<file path="src/hdl/hfcc_pkg.sv">
// ----------------------------------------------------------------------------
// hfcc_pkg
// types, constants and the nibble decoder of the hex frame checksum check
// ----------------------------------------------------------------------------
package hfcc_pkg;

  localparam int unsigned ChW     = 8;
  localparam int unsigned NibW    = 4;
  localparam int unsigned ByteW   = 8;
  localparam int unsigned IdxW    = 9;
  localparam int unsigned SkipW   = 2;
  localparam int unsigned OutDataW = 8;

  localparam logic [SkipW-1:0] SkipChars = 2'd2;

  typedef struct packed {
    logic [ChW-1:0] ch;
    logic           last;
  } item_t;

  typedef struct packed {
    logic adv;
    logic fin;
  } ctl_t;

  function automatic logic [NibW-1:0] decode_nibble(input logic [ChW-1:0] c);
    logic [NibW-1:0] n;
    n = '0;
    if (c >= 8'h30 && c <= 8'h39) begin
      n = NibW'(c - 8'h30);
    end else if (c >= 8'h41 && c <= 8'h46) begin
      n = NibW'(c - 8'h37);
    end
    return n;
  endfunction

endpackage

</file>
<file path="src/hdl/hex_frame_checksum_check.sv">
// ----------------------------------------------------------------------------
// hex_frame_checksum_check
// checks the 8-bit additive checksum of a frame sent as ascii hex text
// ----------------------------------------------------------------------------
// usage
//   s_axis carries one ascii character per item in tdata, tlast ends a frame
//   m_axis carries one item per frame, pass or fail in tdata bit 0
//   the first two characters are skipped, then digit pairs form bytes:
//   byte 0 is the length, bytes 1 to length-1 are summed, byte length is
//   the check byte
//   one item per cycle is accepted unless a last item waits; each item is held
//   in the input register and folded into the frame state, summed bytes by an 8-bit add
//   the last item passes the input register, then its result is held in the
//   result register
//   reset clears the frame state and empties both registers
//   while the receiver stalls, non-last items keep flowing; a last item
//   waits in the input register until the result register is free
// ----------------------------------------------------------------------------
module hex_frame_checksum_check (
  input  logic       clk_i,
  input  logic       rst_ni,
  input  logic       s_axis_tvalid_i,
  output logic       s_axis_tready_o,
  input  logic [7:0] s_axis_tdata_i,   // [7:0] ch
  input  logic       s_axis_tlast_i,
  output logic       m_axis_tvalid_o,
  input  logic       m_axis_tready_i,
  output logic [7:0] m_axis_tdata_o    // [0] pack_ok, [7:1] zero
);

  hfcc_pkg::item_t in_item;
  hfcc_pkg::item_t reg_item;
  hfcc_pkg::ctl_t  ctl;
  logic            out_free;
  logic            ok_comb;
  logic            ok_reg;

  assign in_item.ch   = s_axis_tdata_i;
  assign in_item.last = s_axis_tlast_i;

  hfcc_in_stage u_in (
    .clk_i      (clk_i),
    .rst_ni     (rst_ni),
    .valid_i    (s_axis_tvalid_i),
    .ready_o    (s_axis_tready_o),
    .item_i     (in_item),
    .out_free_i (out_free),
    .item_o     (reg_item),
    .ctl_o      (ctl)
  );

  hfcc_frame_core u_core (
    .clk_i     (clk_i),
    .rst_ni    (rst_ni),
    .item_i    (reg_item),
    .ctl_i     (ctl),
    .pack_ok_o (ok_comb)
  );

  hfcc_out_stage u_out (
    .clk_i      (clk_i),
    .rst_ni     (rst_ni),
    .ctl_i      (ctl),
    .pack_ok_i  (ok_comb),
    .out_free_o (out_free),
    .valid_o    (m_axis_tvalid_o),
    .ready_i    (m_axis_tready_i),
    .pack_ok_o  (ok_reg)
  );

  assign m_axis_tdata_o = {{(hfcc_pkg::OutDataW-1){1'b0}}, ok_reg};

endmodule

</file>
<file path="src/hdl/hfcc_in_stage.sv">
// ----------------------------------------------------------------------------
// hfcc_in_stage
// input register; frees itself when the held item moves on
// ----------------------------------------------------------------------------
module hfcc_in_stage (
  input  logic                clk_i,
  input  logic                rst_ni,
  input  logic                valid_i,
  output logic                ready_o,
  input  hfcc_pkg::item_t     item_i,
  input  logic                out_free_i,
  output hfcc_pkg::item_t     item_o,
  output hfcc_pkg::ctl_t      ctl_o
);

  logic            vld_q, vld_d;
  hfcc_pkg::item_t item_q;
  logic            adv;
  logic            take;

  // a non-last item never waits on the output side
  assign adv     = vld_q && (!item_q.last || out_free_i);
  assign ready_o = !vld_q || adv;
  assign take    = valid_i && ready_o;
  assign vld_d   = take ? 1'b1 : (adv ? 1'b0 : vld_q);

  always_ff @(posedge clk_i or negedge rst_ni) begin
    if (!rst_ni) begin
      vld_q <= 1'b0;
    end else begin
      vld_q <= vld_d;
    end
  end

  always_ff @(posedge clk_i) begin
    if (take) begin
      item_q <= item_i;
    end
  end

  assign item_o     = item_q;
  assign ctl_o.adv  = adv;
  assign ctl_o.fin  = adv && item_q.last;

endmodule

</file>
<file path="src/hdl/hfcc_frame_core.sv">
// ----------------------------------------------------------------------------
// hfcc_frame_core
// frame state: skip, nibble pairing, length, running sum and check byte
// ----------------------------------------------------------------------------
module hfcc_frame_core (
  input  logic             clk_i,
  input  logic             rst_ni,
  input  hfcc_pkg::item_t  item_i,
  input  hfcc_pkg::ctl_t   ctl_i,
  output logic             pack_ok_o
);

  logic [hfcc_pkg::SkipW-1:0] skip_q, skip_d;
  logic                       phase_q, phase_d;
  logic [hfcc_pkg::NibW-1:0]  hi_q, hi_d;
  logic [hfcc_pkg::IdxW-1:0]  idx_q, idx_d;
  logic [hfcc_pkg::ByteW-1:0] len_q, len_d;
  logic [hfcc_pkg::ByteW-1:0] sum_q, sum_d;
  logic [hfcc_pkg::ByteW-1:0] chk_q, chk_d;
  logic [hfcc_pkg::NibW-1:0]  nib;
  logic [hfcc_pkg::ByteW-1:0] byte_v;
  logic [hfcc_pkg::ByteW-1:0] len_eff;

  always_comb begin
    nib     = hfcc_pkg::decode_nibble(item_i.ch);
    byte_v  = {hi_q, nib};
    skip_d  = skip_q;
    phase_d = phase_q;
    hi_d    = hi_q;
    idx_d   = idx_q;
    len_d   = len_q;
    sum_d   = sum_q;
    chk_d   = chk_q;
    len_eff = (idx_q == '0) ? byte_v : len_q;
    if (skip_q < hfcc_pkg::SkipChars) begin
      skip_d = skip_q + 1'b1;
    end else if (!phase_q) begin
      hi_d    = nib;
      phase_d = 1'b1;
    end else begin
      phase_d = 1'b0;
      // index 256 and above is dropped
      if (!idx_q[hfcc_pkg::IdxW-1]) begin
        if (idx_q == '0) begin
          len_d = byte_v;
        end else if (idx_q < {1'b0, len_q}) begin
          sum_d = sum_q + byte_v;
        end
        if (idx_q == {1'b0, len_eff}) begin
          chk_d = byte_v;
        end
        idx_d = idx_q + 1'b1;
      end
    end
    pack_ok_o = (sum_d == chk_d);
  end

  always_ff @(posedge clk_i or negedge rst_ni) begin
    if (!rst_ni) begin
      skip_q  <= '0;
      phase_q <= 1'b0;
      hi_q    <= '0;
      idx_q   <= '0;
      len_q   <= '0;
      sum_q   <= '0;
      chk_q   <= '0;
    end else if (ctl_i.fin) begin
      skip_q  <= '0;
      phase_q <= 1'b0;
      hi_q    <= '0;
      idx_q   <= '0;
      len_q   <= '0;
      sum_q   <= '0;
      chk_q   <= '0;
    end else if (ctl_i.adv) begin
      skip_q  <= skip_d;
      phase_q <= phase_d;
      hi_q    <= hi_d;
      idx_q   <= idx_d;
      len_q   <= len_d;
      sum_q   <= sum_d;
      chk_q   <= chk_d;
    end
  end

endmodule

</file>
<file path="src/hdl/hfcc_out_stage.sv">
// ----------------------------------------------------------------------------
// hfcc_out_stage
// result register holding the pass or fail item until taken
// ----------------------------------------------------------------------------
module hfcc_out_stage (
  input  logic            clk_i,
  input  logic            rst_ni,
  input  hfcc_pkg::ctl_t  ctl_i,
  input  logic            pack_ok_i,
  output logic            out_free_o,
  output logic            valid_o,
  input  logic            ready_i,
  output logic            pack_ok_o
);

  logic vld_q, vld_d;
  logic ok_q;

  assign out_free_o = !vld_q || ready_i;
  assign vld_d      = ctl_i.fin ? 1'b1 : (ready_i ? 1'b0 : vld_q);

  always_ff @(posedge clk_i or negedge rst_ni) begin
    if (!rst_ni) begin
      vld_q <= 1'b0;
    end else begin
      vld_q <= vld_d;
    end
  end

  always_ff @(posedge clk_i) begin
    if (ctl_i.fin) begin
      ok_q <= pack_ok_i;
    end
  end

  assign valid_o   = vld_q;
  assign pack_ok_o = ok_q;

endmodule

</file>
<file path="config.mk">
export PLATFORM = sky130hd
export DESIGN_NAME = hex_frame_checksum_check
export DESIGN_NICKNAME = d
export VERILOG_FILES = /design/src/hdl/hfcc_pkg.sv /design/src/hdl/hex_frame_checksum_check.sv /design/src/hdl/hfcc_in_stage.sv /design/src/hdl/hfcc_frame_core.sv /design/src/hdl/hfcc_out_stage.sv
export SDC_FILE = /design/constraint.sdc
export NUM_CORES = 1
export LEC_CHECK = 0
export ABC_AREA = 0
export BUFFER_PORTS_ARGS = -buffer_cell sky130_fd_sc_hd__buf_2
export CORE_ASPECT_RATIO = 0.7
export CORE_MARGIN = 5
export CORE_UTILIZATION = 60
export CTS_CLUSTER_SIZE = 12
export DETAILED_ROUTE_END_ITERATION = 10
export HOLD_SLACK_MARGIN = 0.1
export PLACE_DENSITY = 0.79
export SLEW_MARGIN = 5
export SYNTH_ARGS = -nofsm -noshare
export SYNTH_HDL_FRONTEND = slang
export SYNTH_SLANG_ARGS = --single-unit
</file>
<file path="constraint.sdc">
create_clock -name clk_i -period 7 [get_ports clk_i]
set_input_delay 1.4 -clock clk_i [delete_from_list [all_inputs] [get_ports clk_i]]
set_output_delay 1.4 -clock clk_i [all_outputs]
set_load 0.05 [all_outputs]
</file>
# Word-level counts from Yosys, hierarchy flattened
# Index checks and enable logic that the tools add are counted.
# word_totals
elab_cells	92
output_inout_bits	10
input_bits	13
ff_bits	52
# classes
eq_ne	5
addsub	5
n_mux	41
magnitude_cmp	6
reduce_logical	22
# ops
operator	n
$mux 8	19
$mux 9	5
$mux 4	6
$reduce_bool 2->1	5
$add 9x1->9 const B	1
$eq 9x8->1	1
$logic_not 9->1	1
$lt 9x8->1	1
$add 8x8->8	1
$eq 8x8->1	1
$ge 8x6->1 const B	1
$ge 8x7->1 const B	1
$le 8x6->1 const B	1
$le 8x7->1 const B	1
$mux 1	8
$mux 2	3
$ne 2x1->1 const B	3
$reduce_and 3->1	2
$logic_and 1x1->1	5
$reduce_and 2->1	2
$reduce_and 4->1	1
$sub 4x1->4 const B	1
$sub 4x3->4 const B	1
$logic_not 1->1	3
3 further kinds	5

# Longest topological paths before layout
# depth
word_depth	12
mapped_depth	19
ltp_nobuf	19

# Cells and area by module
# Synthesis repeated with hierarchy kept, for this count alone.
# unflattened
cells_unflattened	368
area_unflattened_um2	3473.3
# by_module_without_submodules
mod	seq_area_each_um2	cells_each	n_inst	area_each_um2
hfcc_frame_core	1001.0	338	1	2975.4
hfcc_in_stage	295.3	17	1	356.6
hfcc_out_stage	55.1	4	1	77.6
hex_frame_checksum_check	0.0	9	1	63.8

# Worst setup path before layout
# Ideal clock, no wire load.
# synth_timing
path_kind	reg2reg
startpoint	register u_in.item_q (netlist bit u_in.item_o[1])
endpoint	register u_out.ok_q, in the netlist u_out.pack_ok_o (data pin)
t_required_ns	6.739
path_stages_with_launch	19
t_arrival_ns	3.253
path_buffers	0
synth_period_minus_slack_ns	3.514
path_slack_ns	3.486
setup_ns	0.261
cell_sequence	edfxtp_1 > inv_1 > ha_1 > o21bai_1 > a211oi_2 > o21bai_1 > nand2_1 > o21ai_1 > ha_1 > o21ai_0 > o21bai_1 > a21oi_1 > o21bai_1 > a21oi_1 > xor2_1 > nor2_1 > xnor2_1 > o2bb2ai_1 > a211oi_2
# synth_via
elab_chain_cells	11
elab_cells_between_ends	23
classes_between	add/sub: 3; order compare: 4; eq/ne: 2; mux: 12; reduce/logical: 2
# synth_rtl
item	line_no	rtl
from (decl)	hfcc_in_stage.sv:17	hfcc_pkg::item_t item_q;
from (signal assigned)	hfcc_in_stage.sv:37	item_q <= item_i;
$ge 8x7->1 / $le 8x7->1 (equally long branches)	hfcc_pkg.sv:31	end else if (c >= 8'h41 && c <= 8'h46) begin
$logic_and 1x1->1	hfcc_pkg.sv:31	
$mux 4	hfcc_pkg.sv:31	
$mux 4 (*)	hfcc_pkg.sv:29	if (c >= 8'h30 && c <= 8'h39) begin
$add 8x8->8 / $mux 8 (equally long branches)	hfcc_frame_core.sv:47, hfcc_frame_core.sv:34	
$mux 8 / $eq 9x8->1 (equally long branches)	hfcc_frame_core.sv:46, hfcc_frame_core.sv:49	
$mux 8 (on tied branches)	hfcc_frame_core.sv:44, hfcc_frame_core.sv:49	
$mux 8	hfcc_frame_core.sv:43	if (!idx_q[hfcc_pkg::IdxW-1]) begin
$mux 8	hfcc_frame_core.sv:37	end else if (!phase_q) begin
$mux 8	hfcc_frame_core.sv:35	if (skip_q < hfcc_pkg::SkipChars) begin
$eq 8x8->1 (*)	hfcc_frame_core.sv:55	pack_ok_o = (sum_d == chk_d);
named net ok_comb	hex_frame_checksum_check.sv:35	logic ok_comb;
to (signal assigned)	hfcc_out_stage.sv:32	ok_q <= pack_ok_i;
to (decl)	hfcc_out_stage.sv:17	logic ok_q;
# The timed path passes the listed nets; every way through them passes the cells marked *.
# A chain may end at the register's enable or synchronous reset.

# Worst setup path in the final report
# Ends and elaborated chain as after synthesis.

==> metrics.cfg <==
[timing]
tns_ns=0
setup_violations=0
fin_crit_ns=4.33
clock_skew_ns=0.0101
rsz0062_at_grt=false
slew_viol_final=0
max_slew_margin_pct=29.4
setup_ws_ns=2.67
hold_viol_final=0
worst_pin_slew_ns=1.06
max_freq_mhz=231
post-route-period-util_pct=61.8

[synth]
synth_seq_cells=52
synth_cell_type_count=65
netlist_area_um2=3440
synth-seq-area-share_pct=39.2
ys.flop_type=dfrtp_1
synthTopCellsByArea=dfrtp_1, edfxtp_1, ha_1, nand2_1, o21ai_0
syn_inst=370
async_reset_ff_share_pct=80.8
synth_top_cell_by_area=dfrtp_1
synth.avg_cell_area_um2=9.31
synth_top_area_share_pct=30.5
synth_edf_count=10
yosysWarnings=0

[final_layout]
final_cell_mix=dfrtp_1, nand2_1, nor2_1, o21ai_0, a21oi_1
drive_gt1_share_pct=9.14
synthToLayoutAreaGrowth_pct=5.09
final_common_cell=dfrtp_1
n_fill_cell=480
antennaDiodeCount=0
layout.nets=415

[pwr]
swShare_pct=36.6
clkPwrFrac_pct=21.6
leakagePower_nw=1.58
p_per_area_nw_per_um2=219
combPwrFrac_pct=30.7
intPower_w=0.000502
ir_drop_mv=0.117
p_sw_w=0.000290
power.share.sequential_pct=47.7

[worst_setup_path]
critPathKind=reg -> reg
r2r_start=u_in.item_o[1]
cp.arrival_ns=4.38
required_ns=7.05
path_max_fanout=9
rrSetupSlack_ns=2.67
end_kind=flip-flop
start_kind=flip-flop
rr_endpoint=u_out.pack_ok_o
ff2ff_path_depth=18

[worst_hold_path]
worstHoldPathType=reg -> reg
hold_end=u_core.chk_q[0]
holdPathStages=2
min_from=u_core.chk_q[0]

[route]
vias_per_cell=6.31
ant_nets=0
wire_per_inst_um=18.0
vias=2888
firstDrtPassIters=5
drc_errors=0
drt_iter0_markers=330
drt-total-wl_um=8230

[placed_design]
place_congestion=0.986
hpwl_um=6110
pre_cts_slack_ns=2.76
port_buffers=15

[floorplanning]
die_w_um=101
die_area_um2=7380
die_height_um=73.4
rows=23
io_pins=23
core_area_um2=5640
start_util_pct=61.1

[global_route]
grt_pass1_wl_um=13700
grt_max_degree=43
grt-ovfl-total=0
grt_pass1_vias=2752
grt_usage_pct=24.0
antenna_found_initial=0

[clocking]
post-cts-setup-buffers=0
htreeDepth=2
clkSinkCount=52
clk_pin_slew_worst_paths_ns=0.09
clk_latency_ns=0.31
cts_resized=0
cts_root_buffer=clkbuf_8
cts_tree=done
cts_buffers=5
cts-hold-fix-buffers=0
cts_max_path_buffers=2

[outcome]
outcome=finished, final reports clean

[flow_run]
max_cap_violations=0

[metal layers]
metal	track usage, %	part of all wire (%)	up-vias
met4	6.43	1.4	0
met3	5.31	9.1	15
met5	0	0	-
met2	35.8	43	149
li1	-	-	1362
met1	35.4	46	1362
[worst max path at each step]
stage / cells past startpoint / startpoint / to
final: 18 / u_in.item_o[1] / u_out.pack_ok_o
after global routing: 17 / u_in.item_o[1] / u_out.pack_ok_o
after CTS: 18 / u_in.item_o[1] / u_out.pack_ok_o
after detailed placement: 18 / u_in.item_o[1] / u_out.pack_ok_o
after global placement: 19 / u_in.item_o[1] / u_out.pack_ok_o
after floorplan: 18 / u_in.item_o[1] / u_out.pack_ok_o
[stage by stage]
stage | area (um^2) | cells | total power [W] | util [%] | hold WS, ns
floorplan | 3470 | 376 | 0.000564 | - | 0.469
global placement | 3530 | 450 | 0.000613 | 62.7 | 0.490
detailed placement | 3530 | 450 | 0.000620 | 62.7 | 0.498
CTS | 3620 | 458 | 0.000788 | 64.2 | 0.518
global route | 3620 | 458 | 0.000836 | 64.2 | 0.568
finish | 3620 | 458 | 0.000792 | 64.2 | 0.522
[layout make-up]
| type | count | area, um^2 | area share (%) |
|---|---|---|---|
| repair buffers | 16 | 82.6 | 2.28 |
| clock inverters | 1 | 8.76 | 0.242 |
| multi-input cells | 288 | 1940 | 53.5 |
| clock buffers | 7 | 76.3 | 2.11 |
| flip-flops and latches | 52 | 1350 | 37.3 |
| inverters | 19 | 71.3 | 1.97 |
| well taps | 75 | 93.8 | 2.59 |
[flip-flops by register name, summed over array words and instances, names as in the netlist, 2 cells and up]
register,cells
u_core.sum_q,8
u_in.item_o,9
u_core.idx_q,9
u_core.skip_q,2
u_core.len_q,8
u_core.chk_q,8
u_core.hi_q,4
[cell families (layout without fill, tap and decap cells)]
family / after synthesis / after routing / share of synthesized area, %
flip-flops: 52 / 52 / 39.2
AO/OA/AOI/OAI: 111 / 111 / 21.5
AND/OR/NAND/NOR: 123 / 123 / 19.1
other: 1 / 7 / 0.109
XOR/XNOR: 15 / 15 / 3.81
adder cells (fa/ha/maj): 20 / 20 / 7.48
buffers and inverters: 36 / 43 / 5.23
multiplexers: 12 / 12 / 3.52
[Yosys cell counts (9+ instances only)]
library cell	n
xnor2_1	10
dfrtp_1	42
o21ai_0	24
nand3_1	9
a22o_1	11
mux2i_1	11
inv_1	19
nor3_1	12
ha_1	19
a21oi_1	22
nand2_1	34
edfxtp_1	10
o21ai_1	13
nor2_1	24
[power groups by stage]
stage	registers, W	clock network, W	logic, W
3_5_place_dp	0.000383	0	0.000237
4_1_cts	0.000377	0.000172	0.000239
2_1_floorplan	0.000370	0	0.000194
6_report	0.000378	0.000171	0.000243
5_1_grt	0.000382	0.000187	0.000266
3_3_place_gp	0.000381	0	0.000232
[worst max-delay path: stages, from the launching register on]
cell and delay, ns:
edfxtp_1 0.54, inv_1 0.11, ha_1 0.17, o21bai_1 0.09, a211oi_2 0.41, o21bai_1 0.24
nand2_1 0.08, o21ai_1 0.23, ha_1 0.34, o21ai_0 0.29, o21bai_1 0.11, a21oi_1 0.31
o21bai_1 0.13, a21oi_1 0.27, xor2_1 0.17, nor2_1 0.06, xnor2_1 0.25, o2bb2ai_1 0.18
a211oi_2 0.09
Power figures use the tool's default switching activity.
